--- config.mk ---
export PLATFORM = sky130hd
export DESIGN_NAME = image_scan_order_address_gen
export DESIGN_NICKNAME = d
export VERILOG_FILES = /design/src/rtl/core/isoag_pkg.sv /design/src/rtl/core/isoag_curve_stage.sv /design/src/rtl/core/image_scan_order_address_gen.sv
export SDC_FILE = /design/constraint.sdc
export NUM_CORES = 1
export LEC_CHECK = 0
export BUFFER_PORTS_ARGS = -buffer_cell sky130_fd_sc_hd__clkbuf_2
export CAP_MARGIN = 15
export CELL_PAD_IN_SITES_DETAIL_PLACEMENT = 2
export CELL_PAD_IN_SITES_GLOBAL_PLACEMENT = 2
export CORE_ASPECT_RATIO = 0.7
export CORE_MARGIN = 3
export CORE_UTILIZATION = 41
export CTS_CLUSTER_DIAMETER = 80
export DETAILED_ROUTE_END_ITERATION = 12
export PLACE_DENSITY = 0.84
export SYNTH_ARGS = -nofsm -noshare
export SYNTH_HDL_FRONTEND = slang
export SYNTH_HIERARCHICAL = 1
export SYNTH_SLANG_ARGS = --single-unit
--- constraint.sdc ---
create_clock -name clock -period 5.3 [get_ports clock]
set_input_delay 1.06 -clock clock [delete_from_list [all_inputs] [get_ports clock]]
set_output_delay 1.06 -clock clock [all_outputs]
set_load 0.005 [all_outputs]
--- src/rtl/core/isoag_pkg.sv ---
// ----------------------------------------------------------------------------
// isoag_pkg: shared types, constants and tables of the scan-order address gen
// Holds the register codes, the Hilbert orientation type with its quadrant
// and child tables, and the control bundle that rides along the pipeline.
// ----------------------------------------------------------------------------
`timescale 1ns / 1ps
`default_nettype none

package isoag_pkg;

   // Default largest log2 of the image side
   localparam int MAX_LOG_SIZE_DEF = 10;

   // Hilbert levels resolved per pipeline stage
   localparam int LEVELS_PER_STAGE = 4;

   // Field widths of the stream payloads
   localparam int IDX_W       = 20;
   localparam int ADDR_W      = 20;
   localparam int COORD_W     = 10;
   localparam int REQ_TDATA_W = 24;
   localparam int RSP_TDATA_W = 40;

   // Effective log size, wide enough for sizes up to 16
   localparam int LG_W = 5;

   // Configuration port
   localparam int CSR_ADDR_W = 3;
   localparam int CSR_DATA_W = 32;
   localparam int REG_IDX_W  = CSR_ADDR_W - 2;
   localparam logic [REG_IDX_W-1:0] REG_SCAN_MODE = 1'b0;
   localparam logic [REG_IDX_W-1:0] REG_LOG_SIZE  = 1'b1;

   // Scan modes (code 3 acts as raster)
   localparam logic [1:0] MODE_RASTER  = 2'd0;
   localparam logic [1:0] MODE_QUAD    = 2'd1;
   localparam logic [1:0] MODE_HILBERT = 2'd2;

   typedef enum logic [1:0] {
      OR_RIGHT = 2'd0,
      OR_LEFT  = 2'd1,
      OR_UP    = 2'd2,
      OR_DOWN  = 2'd3
   } orient_type;

   typedef struct packed {
      logic [1:0]      mode;
      logic [LG_W-1:0] lg;
      logic            last;
   } ctl_type;

   // Column bit of quadrant q under orientation o
   function automatic logic hil_qx(input orient_type o, input logic [1:0] q);
      logic [3:0] row;
      unique case (o)
         OR_RIGHT: row = 4'b0110;
         OR_LEFT:  row = 4'b1001;
         OR_UP:    row = 4'b0011;
         OR_DOWN:  row = 4'b1100;
      endcase
      return row[q];
   endfunction

   // Row bit of quadrant q under orientation o
   function automatic logic hil_qy(input orient_type o, input logic [1:0] q);
      logic [3:0] row;
      unique case (o)
         OR_RIGHT: row = 4'b1100;
         OR_LEFT:  row = 4'b0011;
         OR_UP:    row = 4'b1001;
         OR_DOWN:  row = 4'b0110;
      endcase
      return row[q];
   endfunction

   // Orientation of the child in quadrant q
   function automatic orient_type hil_child(input orient_type o, input logic [1:0] q);
      orient_type c;
      unique case (o)
         OR_RIGHT: begin
            unique case (q)
               2'd0:    c = OR_DOWN;
               2'd3:    c = OR_UP;
               default: c = OR_RIGHT;
            endcase
         end
         OR_LEFT: begin
            unique case (q)
               2'd0:    c = OR_UP;
               2'd3:    c = OR_DOWN;
               default: c = OR_LEFT;
            endcase
         end
         OR_UP: begin
            unique case (q)
               2'd0:    c = OR_LEFT;
               2'd3:    c = OR_RIGHT;
               default: c = OR_UP;
            endcase
         end
         OR_DOWN: begin
            unique case (q)
               2'd0:    c = OR_RIGHT;
               2'd3:    c = OR_LEFT;
               default: c = OR_DOWN;
            endcase
         end
      endcase
      return c;
   endfunction

endpackage

`default_nettype wire

--- src/rtl/core/isoag_curve_stage.sv ---
// ----------------------------------------------------------------------------
// isoag_curve_stage: one registered stage of the curve walk
// Resolves a group of index digits, from the highest level down, into
// column and row bits for Z-order and Hilbert scans, and carries the
// orientation on to the next stage. Raster transactions pass unchanged.
// ----------------------------------------------------------------------------
`timescale 1ns / 1ps
`default_nettype none

module isoag_curve_stage #(
   parameter int MAX_LOG_SIZE = isoag_pkg::MAX_LOG_SIZE_DEF,
   parameter int HI_LEVEL     = isoag_pkg::MAX_LOG_SIZE_DEF - 1,
   parameter int NUM_LEVELS   = isoag_pkg::LEVELS_PER_STAGE
) (
   input  wire logic                          clock,
   input  wire logic                          reset,
   input  wire logic                          in_valid,
   output logic                               in_ready,
   input  wire logic [2*MAX_LOG_SIZE-1:0]     in_idx,
   input  wire logic [MAX_LOG_SIZE-1:0]       in_x,
   input  wire logic [MAX_LOG_SIZE-1:0]       in_y,
   input  wire isoag_pkg::orient_type         in_ori,
   input  wire isoag_pkg::ctl_type            in_ctl,
   output logic                               out_valid,
   input  wire logic                          out_ready,
   output logic [2*MAX_LOG_SIZE-1:0]          out_idx,
   output logic [MAX_LOG_SIZE-1:0]            out_x,
   output logic [MAX_LOG_SIZE-1:0]            out_y,
   output isoag_pkg::orient_type              out_ori,
   output isoag_pkg::ctl_type                 out_ctl
);

   logic                        valid_ff, valid_in;
   logic [2*MAX_LOG_SIZE-1:0]   idx_ff;
   logic [MAX_LOG_SIZE-1:0]     x_ff, x_in;
   logic [MAX_LOG_SIZE-1:0]     y_ff, y_in;
   isoag_pkg::orient_type       ori_ff, ori_in;
   isoag_pkg::ctl_type          ctl_ff;

   // Walk the digits of this stage, top level first
   always_comb begin
      logic [1:0] q;
      x_in   = in_x;
      y_in   = in_y;
      ori_in = in_ori;
      for (int j = 0; j < NUM_LEVELS; j++) begin
         q = in_idx[2*(HI_LEVEL-j) +: 2];
         unique case (in_ctl.mode)
            isoag_pkg::MODE_QUAD: begin
               x_in[HI_LEVEL-j] = q[0];
               y_in[HI_LEVEL-j] = q[1];
            end
            isoag_pkg::MODE_HILBERT: begin
               x_in[HI_LEVEL-j] = isoag_pkg::hil_qx(ori_in, q);
               y_in[HI_LEVEL-j] = isoag_pkg::hil_qy(ori_in, q);
            end
            default: begin
               x_in = in_x;
               y_in = in_y;
            end
         endcase
         ori_in = isoag_pkg::hil_child(ori_in, q);
      end
   end

   // Take a new transaction when empty or when the next stage drains this one
   assign in_ready = !valid_ff || out_ready;
   assign valid_in = in_ready ? in_valid : valid_ff;

   always_ff @(posedge clock) begin
      if (reset) begin
         valid_ff <= 1'b0;
      end else begin
         valid_ff <= valid_in;
      end
   end

   // Load payload only on an accepted transaction
   always_ff @(posedge clock) begin
      if (in_valid && in_ready) begin
         idx_ff <= in_idx;
         x_ff   <= x_in;
         y_ff   <= y_in;
         ori_ff <= ori_in;
         ctl_ff <= in_ctl;
      end
   end

   assign out_valid = valid_ff;
   assign out_idx   = idx_ff;
   assign out_x     = x_ff;
   assign out_y     = y_ff;
   assign out_ori   = ori_ff;
   assign out_ctl   = ctl_ff;

endmodule

`default_nettype wire

--- src/rtl/core/image_scan_order_address_gen.sv ---
// ----------------------------------------------------------------------------
// image_scan_order_address_gen: scan-order to source pixel address mapper
// Maps a position in raster, Z-order or Hilbert scan of a square
// power-of-two image to the row-major source address and its coordinates.
// ----------------------------------------------------------------------------
// The block takes one index transaction per clock unless the result stream
// stalls, and returns one result per index, in order. The pipe holds an
// input stage that masks the index and builds the raster answer, one curve
// stage for every four levels of the Hilbert/Z walk, and the output register
// that forms y*side+x. Index bits at and above 2*log_size are ignored;
// rsp_tlast marks the final position of the image. Write scan_mode and
// log_size only while no transaction is in flight. There is no memory and no
// start-up sweep.
`timescale 1ns / 1ps
`default_nettype none

module image_scan_order_address_gen #(
   parameter int MAX_LOG_SIZE = isoag_pkg::MAX_LOG_SIZE_DEF
) (
   input  wire logic                                clock,
   input  wire logic                                reset,
   // Index stream
   input  wire logic                                req_tvalid,
   output logic                                     req_tready,
   input  wire logic [isoag_pkg::REQ_TDATA_W-1:0]   req_tdata,  // [19:0] out_index
   // Result stream
   output logic                                     rsp_tvalid,
   input  wire logic                                rsp_tready,
   output logic [isoag_pkg::RSP_TDATA_W-1:0]        rsp_tdata,  // [19:0] src_address,
                                                                // [29:20] src_x,
                                                                // [39:30] src_y
   output logic                                     rsp_tlast,  // is_last
   // Register port
   input  wire logic                                csr_psel,
   input  wire logic                                csr_penable,
   input  wire logic                                csr_pwrite,
   input  wire logic [isoag_pkg::CSR_ADDR_W-1:0]    csr_paddr,
   input  wire logic [isoag_pkg::CSR_DATA_W-1:0]    csr_pwdata,
   output logic [isoag_pkg::CSR_DATA_W-1:0]         csr_prdata,
   output logic                                     csr_pready
);

   localparam int CNT_W     = 2 * MAX_LOG_SIZE;
   localparam int LPS       = isoag_pkg::LEVELS_PER_STAGE;
   localparam int NSTG      = (MAX_LOG_SIZE + LPS - 1) / LPS;
   localparam int IN_EXT_W  = (CNT_W > isoag_pkg::IDX_W) ? CNT_W : isoag_pkg::IDX_W;
   localparam int ADR_EXT_W = (CNT_W > isoag_pkg::ADDR_W) ? CNT_W : isoag_pkg::ADDR_W;
   localparam int CRD_EXT_W = (MAX_LOG_SIZE > isoag_pkg::COORD_W) ?
                              MAX_LOG_SIZE : isoag_pkg::COORD_W;
   localparam int LG_W      = isoag_pkg::LG_W;
   // Zero digits above log_size alternate right/down without moving, so a
   // fixed start at the top level reaches the right start orientation.
   localparam isoag_pkg::orient_type START_ORI =
      (MAX_LOG_SIZE % 2 == 0) ? isoag_pkg::OR_DOWN : isoag_pkg::OR_RIGHT;

   // ------------------------------------------------------------------
   // Configuration registers
   // ------------------------------------------------------------------
   logic [1:0]                      scan_mode_ff;
   logic [3:0]                      log_size_ff;
   logic                            csr_write;
   logic [isoag_pkg::REG_IDX_W-1:0] csr_reg;

   assign csr_pready = 1'b1;
   assign csr_write  = csr_psel && csr_penable && csr_pwrite && csr_pready;
   assign csr_reg    = csr_paddr[isoag_pkg::CSR_ADDR_W-1:2];

   always_ff @(posedge clock) begin
      if (reset) begin
         scan_mode_ff <= isoag_pkg::MODE_RASTER;
         log_size_ff  <= 4'd10;
      end else if (csr_write) begin
         unique case (csr_reg)
            isoag_pkg::REG_SCAN_MODE: scan_mode_ff <= csr_pwdata[1:0];
            isoag_pkg::REG_LOG_SIZE:  log_size_ff  <= csr_pwdata[3:0];
         endcase
      end
   end

   // Return the addressed register
   always_comb begin
      unique case (csr_reg)
         isoag_pkg::REG_SCAN_MODE: csr_prdata = isoag_pkg::CSR_DATA_W'(scan_mode_ff);
         isoag_pkg::REG_LOG_SIZE:  csr_prdata = isoag_pkg::CSR_DATA_W'(log_size_ff);
      endcase
   end

   // ------------------------------------------------------------------
   // Input stage: clamp size, mask index, build raster answer
   // ------------------------------------------------------------------
   logic [LG_W-1:0]          lg_eff;
   logic [IN_EXT_W-1:0]      idx_ext;
   logic [CNT_W-1:0]         cnt_mask, idx_masked, idx_shifted;
   logic [MAX_LOG_SIZE-1:0]  side_mask, x_init, y_init;
   isoag_pkg::ctl_type       ctl_init;

   logic                     s1_valid_ff, s1_valid_in, s1_ready;
   logic [CNT_W-1:0]         s1_idx_ff;
   logic [MAX_LOG_SIZE-1:0]  s1_x_ff, s1_y_ff;
   isoag_pkg::ctl_type       s1_ctl_ff;

   always_comb begin
      lg_eff = LG_W'(log_size_ff);
      if (log_size_ff == 4'd0) begin
         lg_eff = LG_W'(1);
      end else if (lg_eff > LG_W'(MAX_LOG_SIZE)) begin
         lg_eff = LG_W'(MAX_LOG_SIZE);
      end
   end

   always_comb begin
      for (int i = 0; i < CNT_W; i++) begin
         cnt_mask[i] = (32'(i) < 32'({lg_eff, 1'b0}));
      end
      for (int i = 0; i < MAX_LOG_SIZE; i++) begin
         side_mask[i] = (32'(i) < 32'(lg_eff));
      end
   end

   assign idx_ext     = IN_EXT_W'(req_tdata[isoag_pkg::IDX_W-1:0]);
   assign idx_masked  = idx_ext[CNT_W-1:0] & cnt_mask;
   assign idx_shifted = idx_masked >> lg_eff;

   // Raster answer up front; curve modes start from zero and fill in bits
   always_comb begin
      if (scan_mode_ff == isoag_pkg::MODE_QUAD || scan_mode_ff == isoag_pkg::MODE_HILBERT) begin
         x_init = '0;
         y_init = '0;
      end else begin
         x_init = idx_masked[MAX_LOG_SIZE-1:0] & side_mask;
         y_init = idx_shifted[MAX_LOG_SIZE-1:0] & side_mask;
      end
      ctl_init.mode = scan_mode_ff;
      ctl_init.lg   = lg_eff;
      ctl_init.last = &(idx_masked | ~cnt_mask);
   end

   assign req_tready  = s1_ready;
   assign s1_valid_in = s1_ready ? req_tvalid : s1_valid_ff;

   always_ff @(posedge clock) begin
      if (reset) begin
         s1_valid_ff <= 1'b0;
      end else begin
         s1_valid_ff <= s1_valid_in;
      end
   end

   always_ff @(posedge clock) begin
      if (req_tvalid && s1_ready) begin
         s1_idx_ff <= idx_masked;
         s1_x_ff   <= x_init;
         s1_y_ff   <= y_init;
         s1_ctl_ff <= ctl_init;
      end
   end

   // ------------------------------------------------------------------
   // Curve stages, up to LPS levels each, top level first
   // ------------------------------------------------------------------
   logic                     st_valid [0:NSTG];
   logic                     st_ready [0:NSTG];
   logic [CNT_W-1:0]         st_idx   [0:NSTG];
   logic [MAX_LOG_SIZE-1:0]  st_x     [0:NSTG];
   logic [MAX_LOG_SIZE-1:0]  st_y     [0:NSTG];
   isoag_pkg::orient_type    st_ori   [0:NSTG];
   isoag_pkg::ctl_type       st_ctl   [0:NSTG];

   assign st_valid[0] = s1_valid_ff;
   assign s1_ready    = !s1_valid_ff || st_ready[0];
   assign st_idx[0]   = s1_idx_ff;
   assign st_x[0]     = s1_x_ff;
   assign st_y[0]     = s1_y_ff;
   assign st_ori[0]   = START_ORI;
   assign st_ctl[0]   = s1_ctl_ff;

   for (genvar g = 0; g < NSTG; g++) begin : g_curve
      localparam int HI  = MAX_LOG_SIZE - 1 - g * LPS;
      localparam int NUM = (HI + 1 < LPS) ? HI + 1 : LPS;

      isoag_curve_stage #(
         .MAX_LOG_SIZE (MAX_LOG_SIZE),
         .HI_LEVEL     (HI),
         .NUM_LEVELS   (NUM)
      ) u_stage (
         .clock     (clock),
         .reset     (reset),
         .in_valid  (st_valid[g]),
         .in_ready  (st_ready[g]),
         .in_idx    (st_idx[g]),
         .in_x      (st_x[g]),
         .in_y      (st_y[g]),
         .in_ori    (st_ori[g]),
         .in_ctl    (st_ctl[g]),
         .out_valid (st_valid[g+1]),
         .out_ready (st_ready[g+1]),
         .out_idx   (st_idx[g+1]),
         .out_x     (st_x[g+1]),
         .out_y     (st_y[g+1]),
         .out_ori   (st_ori[g+1]),
         .out_ctl   (st_ctl[g+1])
      );
   end

   // ------------------------------------------------------------------
   // Output register: form y*side+x and cut to field widths
   // ------------------------------------------------------------------
   logic                               out_valid_ff, out_valid_in, out_ready;
   logic [isoag_pkg::ADDR_W-1:0]       out_addr_ff;
   logic [isoag_pkg::COORD_W-1:0]      out_x_ff, out_y_ff;
   logic                               out_last_ff;
   logic [ADR_EXT_W-1:0]               addr_full;
   logic [CRD_EXT_W-1:0]               x_ext, y_ext;

   assign addr_full = (ADR_EXT_W'(st_y[NSTG]) << st_ctl[NSTG].lg) | ADR_EXT_W'(st_x[NSTG]);
   assign x_ext     = CRD_EXT_W'(st_x[NSTG]);
   assign y_ext     = CRD_EXT_W'(st_y[NSTG]);

   assign out_ready      = !out_valid_ff || rsp_tready;
   assign st_ready[NSTG] = out_ready;
   assign out_valid_in   = out_ready ? st_valid[NSTG] : out_valid_ff;

   always_ff @(posedge clock) begin
      if (reset) begin
         out_valid_ff <= 1'b0;
      end else begin
         out_valid_ff <= out_valid_in;
      end
   end

   always_ff @(posedge clock) begin
      if (st_valid[NSTG] && out_ready) begin
         out_addr_ff <= addr_full[isoag_pkg::ADDR_W-1:0];
         out_x_ff    <= x_ext[isoag_pkg::COORD_W-1:0];
         out_y_ff    <= y_ext[isoag_pkg::COORD_W-1:0];
         out_last_ff <= st_ctl[NSTG].last;
      end
   end

   assign rsp_tvalid = out_valid_ff;
   assign rsp_tdata  = {out_y_ff, out_x_ff, out_addr_ff};
   assign rsp_tlast  = out_last_ff;

`ifndef SYNTHESIS
   // Input backpressure only arises behind a stalled, full output
   a_stall_origin: assert property (@(posedge clock) disable iff (reset)
      !req_tready |-> (rsp_tvalid && !rsp_tready))
      else $error("input stalled while output is free");

   // Effective size held in the pipe stays within 1..MAX_LOG_SIZE
   a_lg_range: assert property (@(posedge clock) disable iff (reset)
      s1_valid_ff |-> (s1_ctl_ff.lg != '0 && s1_ctl_ff.lg <= LG_W'(MAX_LOG_SIZE)))
      else $error("effective log size out of range");

   // Coordinates leaving the walk lie inside the image
   a_coord_in_side: assert property (@(posedge clock) disable iff (reset)
      st_valid[NSTG] |-> ((st_x[NSTG] >> st_ctl[NSTG].lg) == '0 &&
                          (st_y[NSTG] >> st_ctl[NSTG].lg) == '0))
      else $error("coordinate beyond image side");
`endif

endmodule

`default_nettype wire

==> impl_metrics.yaml, run 1 <==
critical_path:
  critPathKind: "reg -> reg"
  cp.required_ns: 5.51
  end_kind: "flop"
  arrival_ns: 4.97
  crit_fanout: 5
  start_kind: "flop"
power:
  power.leakage_nw: 4.42
  p_per_area_nw_per_um2: 329
  power_mw: 3.73
  peakVddDrop_mv: 0.178
global_routing:
  grt-ovfl-total: 0
  grt_pass1_wl_um: 42800
  grt_max_degree: 48
  groute.usage.overall_pct: 20.5
  antenna_found_initial: 0
  grt_pass1_vias: 7129
logic_synthesis:
  synthCells: 822
  yosysWarnings: 6
  postSynthAreaPerCell_um2: 12.4
  syn-cell-area_um2: 10200
sta:
  final.setup.tns_ns: 0
  skew_ns: 0.0108
  setup_viol: 0
  slew_viol_final: 0
  setup_ws_ns: 0.541
  fmax_mhz: 210
  min_period_ns: 4.76
  hold_viol: 0
  period_share_pct: 89.8
  slew_headroom_pct: 18.5
  worstMarginPinSlew_ns: 1.21
  rsz0062_at_grt: "no"
  timing.hold.ws_ns: 0.415
die:
  core-area_um2: 24000
  die_height_um: 138
  dieArea_um2: 26800
  io_pins: 142
  die_width_um: 194
  start_util_pct: 42.4
  rows: 47
clock_network:
  clock_latency_ns: 0.50
  clk_path_buf_depth: 3
  cts_root_buf: "clkbuf_16"
  path_clk_slew_ns: 0.07
  cts_buffers: 21
  htreeDepth: 1
  cts_tree: "yes"
  cts_sinks: 201
flow_run:
  maxCapViolations: 0
finish:
  fill_cells: 2368
  synthToLayoutAreaGrowth_pct: 11.5
  mostFrequentLayoutCell: "edfxtp_1"
  nets: 1018
  n_antenna_cell: 0
  fin_util_pct: 47.3
  layout_common_cells: "edfxtp_1, clkbuf_2, inv_1"
  final_layout_size_suffix_gt1_share_pct: 16.2
routing:
  top_layer: "met4"
  route.detailed.drc: 0
  drtAntennaViolNets: 0
  dr.first_iter.drc_count: 396
  wl_met3_um: 1280
  wl_met1_um: 12500
  via_per_inst: 5.43
  wl_per_cell_um: 22.4
  wl_met2_um: 13300
  first_pass_iters: 5
  routed_wl_um: 27600
  vias: 6687
placed_design:
  place_ws_ns: 0.360
  gp_congestion: 0.804
  portBuffers: 78
  place_hpwl_um: 19700
outcome:
  run_status: "finished, final reports clean"
worst_hold_path:
  worst_hold_path_type: "reg -> reg"
==> layer usage <==
metal	track usage, %	vias to the layer above
li1	-	3118
met1	28.0	3354
met2	35.3	175
met3	3.25	40
met4	3.99	0
met5	0	-
==> state kept, by name, summed over array words and instances, names as in the netlist <==
signal,flops
g_curve.u_stage/out_y,30
out_addr_ff,20
log_size_ff,4
s1_y_ff,10
out_x_ff,10
s1_x_ff,10
g_curve.u_stage/out_x,30
g_curve.u_stage/out_idx,16
rsp_tvalid,1
s1_valid_ff,1
s1_ctl_ff,7
g_curve.u_stage/out_ctl,22
s1_idx_ff,20
scan_mode_ff,2
out_y_ff,10
g_curve.u_stage/out_ori,4
rsp_tlast,1
g_curve.u_stage/out_valid,3
==> metrics by stage <==
stage,instances,cell area (um2)
after global placement,1194,10700
after CTS,1230,11300
after global routing,1231,11300
after detailed placement,1194,10700
final,1231,11300
after floorplan,856,10300
==> critical path, stage by stage (launching register included) <==
cell and delay, ns:
edfxtp_1 0.49, inv_1 0.13, ha_1 0.30, or3b_1 0.43
o21ai_1 0.21, ha_1 0.26, nor2_1 0.06, o21ai_1 0.13
o31a_1 0.23, inv_1 0.10, ha_1 0.25, o31ai_2 0.49
inv_1 0.18, ha_1 0.39, nor4_2 0.08, a2111oi_0 0.54
nand2_1 0.20
==> path summary, 6_finish.rpt <==
path	start	end	slack, ns	cells past startpoint
setup / recovery	g_curve[0].u_stage/out_idx[10]	g_curve[1].u_stage/out_x[2]	0.54	16
setup reg to reg	g_curve[0].u_stage/out_idx[10]	g_curve[1].u_stage/out_x[2]	0.54	16
hold / removal	g_curve[1].u_stage/out_x[8]	g_curve[2].u_stage/out_x[8]	0.41	0
hold reg to reg	g_curve[1].u_stage/out_x[8]	g_curve[2].u_stage/out_x[8]	0.41	0
==> power breakdown <==
group | total (mW) | internal, mW | leakage, nW | switching [mW]
Sequential | 1.86 | 1.81 | 1.87 | 0.0453
Combinational | 0.524 | 0.195 | 2.26 | 0.328
Clock | 1.34 | 0.729 | 0.292 | 0.616
==> repair_timing <==
| action | CTS | global route |
|---|---|---|
| buffers inserted | 0 | 0 |
| gates resized for setup | 0 | 1 |
| endpoints found under the setup margin | 0 | 2 |
| hold buffers | 0 | 0 |
==> area by class of cell <==
cell class	instances	area [um2]	area share, %
clock buffer	26	544	4.80
inverter	64	240	2.12
multi-input combinational	529	3740	33.0
timing repair buffer	83	440	3.88
sequential	201	5930	52.3
clock inverter	10	48.8	0.430
tap	318	398	3.51
Power figures use the tool's default switching activity.
==> run 2: changes to the inputs <==
- CORE_MARGIN: 3 -> 2
- CORE_UTILIZATION: 41 -> 42
- CTS_BUF_LIST: not set -> sky130_fd_sc_hd__clkbuf_4 sky130_fd_sc_hd__clkbuf_8
- PLACE_DENSITY: 0.84 -> 0.85
==> run 2 against run 1 <==
Net effect: critical path type unchanged; worst hold slack improved by 0.0014 ns; global-route usage up 3.1 points; design area increased by 0.52%; critical path depth grew 1; clock power up 4%; critical endpoint unchanged.
==> impl_metrics.yaml, run 2 (synthesis results as in run 1) <==
clock_network:
  clock_latency_ns: 0.53
  cts_root_buf: "clkbuf_8"
  cts_buffers: 34
  path_clk_slew_ns: 0.06
  clk_path_buf_depth: 3
  cts_sinks: 201
  cts_tree: "yes"
  htreeDepth: 2
outcome:
  run_status: "finished, final reports clean"
die:
  start_util_pct: 42.9
  core-area_um2: 23700
  rows: 47
  die_height_um: 134
  dieArea_um2: 25500
  die_width_um: 190
  io_pins: 142
critical_path:
  arrival_ns: 5.32
  critPathKind: "reg -> reg"
  reg2reg_depth: 17
  start_kind: "flop"
  crit_fanout: 5
  end_kind: "flop"
  cp.required_ns: 5.52
power:
  power.leakage_nw: 4.47
  p_per_area_nw_per_um2: 333
  peakVddDrop_mv: 0.193
sta:
  rsz0062_at_grt: "no"
  hold_viol: 0
  slew_headroom_pct: 25.9
  setup_viol: 0
  period_share_pct: 96.1
  final.setup.tns_ns: 0
  fmax_mhz: 196
  skew_ns: 0.0313
  min_period_ns: 5.10
  worstMarginPinSlew_ns: 1.11
  slew_viol_final: 0
finish:
  mostFrequentLayoutCell: "edfxtp_1"
  final_layout_size_suffix_gt1_share_pct: 18.9
  layout_common_cells: "edfxtp_1, clkbuf_2, inv_1"
  synthToLayoutAreaGrowth_pct: 12.1
  n_antenna_cell: 0
  fill_cells: 2372
  nets: 1032
  fin_util_pct: 48.1
placed_design:
  place_hpwl_um: 21300
  gp_congestion: 0.816
  portBuffers: 78
global_routing:
  groute.usage.overall_pct: 23.6
  grt_pass1_wl_um: 45500
  grt_pass1_vias: 7582
  grt-ovfl-total: 0
  grt_max_degree: 48
  antenna_found_initial: 0
routing:
  via_per_inst: 5.55
  vias: 6953
  routed_wl_um: 30000
  dr.first_iter.drc_count: 481
  wl_per_cell_um: 23.9
  drtAntennaViolNets: 0
  route.detailed.drc: 0
  first_pass_iters: 4
flow_run:
  maxCapViolations: 0
worst_hold_path:
  worst_hold_path_type: "reg -> reg"
  hold-path-cell-count: 0
-- run 2: worst max-delay path: stages (launching register included) --
cell and delay [ns]:
edfxtp_1 0.50, inv_1 0.12, ha_1 0.29, or3b_1 0.42, o21ai_1 0.25, ha_1 0.26
nor2_1 0.06, o21ai_1 0.15, o31a_1 0.24, inv_1 0.10, ha_1 0.26, o31ai_2 0.58
inv_1 0.17, ha_1 0.35, nand2_1 0.08, nor3_1 0.08, a2111oi_0 0.64, nand2_1 0.22
-- run 2: path summary, 6_finish.rpt --
check / startpoint / end / slack (ns)
worst max register to register: g_curve[0].u_stage/out_ori[0] / g_curve[1].u_stage/out_x[2] / 0.20
worst max-delay path: g_curve[0].u_stage/out_ori[0] / g_curve[1].u_stage/out_x[2] / 0.20
worst min register to register: s1_idx_ff[3] / g_curve[0].u_stage/out_idx[3] / 0.42
worst min-delay path: s1_idx_ff[3] / g_curve[0].u_stage/out_idx[3] / 0.42
-- run 2: timing repair --
item,4_1_cts,5_1_grt
setup endpoints to repair,0,1
hold buffers,0,0
gates resized for setup,0,1
setup buffers,0,0
-- run 2: metal layers --
| metal | up-vias | track usage [%] | routed length, um |
|---|---|---|---|
| met1 | 3511 | 30.2 | 13000 |
| met5 | - | 0 | 0 |
| met3 | 44 | 4.21 | 1610 |
| li1 | 3145 | - | - |
| met4 | 0 | 6.20 | 589 |
| met2 | 253 | 41.3 | 14700 |
-- run 2: layout make-up --
cell class                 count  area, um2  share of cell area (%)
clock buffer                  47        566                    4.96
clock inverter                10       78.8                   0.691
inverter                      64        240                    2.11
multi-input combinational    529       3740                    32.8
sequential                   201       5930                    52.0
tap                          318        398                    3.49
timing repair buffer          84        448                    3.93
-- run 2: where the power goes --
part / switching, mW / total, mW / internal [mW]
registers: 0.0484 / 1.86 / 1.81
logic: 0.340 / 0.537 / 0.197
clock network: 0.654 / 1.39 / 0.740
-- run 2: metrics by stage --
step | cells | hold WS (ns) | instance area [um2] | setup WS (ns) | total power, mW
floorplan | 856 | 0.400 | 10300 | 1.42 | 2.23
CTS | 1252 | 0.413 | 11400 | 0.253 | 3.82
detailed placement | 1195 | 0.411 | 10700 | 0.318 | 2.41
global route | 1253 | 0.418 | 11400 | 0.00995 | 3.93
finish | 1253 | 0.416 | 11400 | 0.204 | 3.79
global placement | 1195 | 0.401 | 10700 | 0.941 | 2.33
==> run 3: changes to the inputs <==
- MAX_ROUTING_LAYER: not set -> met4
==> run 3 against run 2 <==
Net effect: global-route usage increased by 0.72 points; routed wire length grew 0.19%; critical path type unchanged; setup slack improved by 0.022 ns; non-clock buffer count stayed put; power barely moved; clock power is essentially flat.
==> impl_metrics.yaml, run 3 (synthesis results as in run 1) <==
outcome:
  run_status: "finished, final reports clean"
placed_design:
  place_hpwl_um: 21300
  portBuffers: 78
  place_ws_ns: 0.318
  gp_congestion: 0.828
clock_network:
  clock_latency_ns: 0.53
  cts-resized-gates: 0
  cts_tree: "yes"
  clk_path_buf_depth: 3
  cts_root_buf: "clkbuf_8"
  cts_sinks: 201
  htreeDepth: 2
  cts.hold.buffers_added: 0
  cts_buffers: 34
  cts_setup_buffers: 0
  path_clk_slew_ns: 0.07
critical_path:
  max_stage_delay_ns: 0.62
  start_kind: "flop"
  arrival_ns: 5.30
  cp.required_ns: 5.52
  cp_common_cell: "ha_1"
  end_kind: "flop"
  cpMaxStageDelayCell: "a2111oi_0"
  crit_fanout: 5
  crit_path_cell_trace: "inv_1, ha_1, or3b_1, o21ai_1, ha_1, nor2_1, o21ai_1, o31a_1, inv_1, ha_1, o31ai_2, inv_1, ha_1, nand2_1, nor3_1, a2111oi_0, nand2_1"
  critPathKind: "reg -> reg"
sta:
  slew_viol_final: 0
  worstMarginPinSlew_ns: 1.11
  period_share_pct: 95.7
  setup_viol: 0
  rsz0062_at_grt: "no"
  fmax_mhz: 197
  setup_ws_ns: 0.226
  hold_viol: 0
  slew_headroom_pct: 26.2
  skew_ns: 0.0345
  min_period_ns: 5.07
  final.setup.tns_ns: 0
finish:
  n_antenna_cell: 0
  final_layout_size_suffix_gt1_share_pct: 18.9
  mostFrequentLayoutCell: "edfxtp_1"
  layout_common_cells: "edfxtp_1, clkbuf_2, inv_1"
  nets: 1032
  synthToLayoutAreaGrowth_pct: 12.1
global_routing:
  groute.usage.overall_pct: 24.3
  grt_pass1_vias: 7573
  grt_max_degree: 48
  grt-ovfl-total: 0
  antenna_found_initial: 0
  grt_pass1_wl_um: 45500
routing:
  first_pass_iters: 7
  vias: 6909
  via_per_inst: 5.51
  drtAntennaViolNets: 0
  route.detailed.drc: 0
  wl_per_cell_um: 24.0
  routed_wl_um: 30000
  dr.first_iter.drc_count: 497
worst_hold_path:
  worst_hold_path_type: "reg -> reg"
power:
  power.leakage_nw: 4.47
  power_mw: 3.79
  peakVddDrop_mv: 0.193
  p_per_area_nw_per_um2: 333
die:
  core-area_um2: 23700
  dieArea_um2: 25500
  die_height_um: 134
  start_util_pct: 42.9
  rows: 47
  die_width_um: 190
  io_pins: 142
flow_run:
  maxCapViolations: 0
[run 3: cell counts in the layout (fill, tap and decap cells not counted)]
Identical to the previous run, type by type.
[run 3: area by class of cell]
cell class                 count  area [um2]
tap                          318         398
timing repair buffer          84         448
clock buffer                  47         566
fill                        2372       12300
sequential                   201        5930
clock inverter                10        78.8
multi-input combinational    529        3740
inverter                      64         240
[run 3: worst paths after layout]
| path | depth (start not counted) | from | slack (ns) | end |
|---|---|---|---|---|
| max reg2reg | 17 | g_curve[0].u_stage/out_ori[0] | 0.23 | g_curve[1].u_stage/out_x[2] |
| min reg2reg | 0 | s1_idx_ff[3] | 0.41 | g_curve[0].u_stage/out_idx[3] |
| min | 0 | s1_idx_ff[3] | 0.41 | g_curve[0].u_stage/out_idx[3] |
| max | 17 | g_curve[0].u_stage/out_ori[0] | 0.23 | g_curve[1].u_stage/out_x[2] |
[run 3: routing by layer]
metal	global-route usage, %	vias to the layer above	share of wire [%]
met4	6.20	0	1.9
met3	4.03	43	4.7
met2	41.4	211	49
li1	-	3147	-
met5	-	-	0
met1	30.2	3508	44
[run 3: through the flow]
stage	hold WS, ns	instance area, um2	std cells	util (%)
after floorplan	0.400	10300	856	-
after global placement	0.401	10700	1195	45.3
after detailed placement	0.411	10700	1195	45.3
after CTS	0.413	11400	1252	48.0
after global routing	0.418	11400	1253	48.1
final	0.413	11400	1253	48.1
[run 3: worst max-delay path: cells and delay by family, from the launching register on]
kind            cells  cell delay [ns]
compound gates      5             1.85
simple gates        5             0.87
fa+ha+maj           4             1.16
flops               1             0.50
buf+inv             3             0.39
[run 3: power breakdown]
group | internal [mW] | switching [mW]
clock | 0.740 | 0.656
combinational | 0.197 | 0.340
sequential | 1.81 | 0.0482
total | 2.75 | 1.04
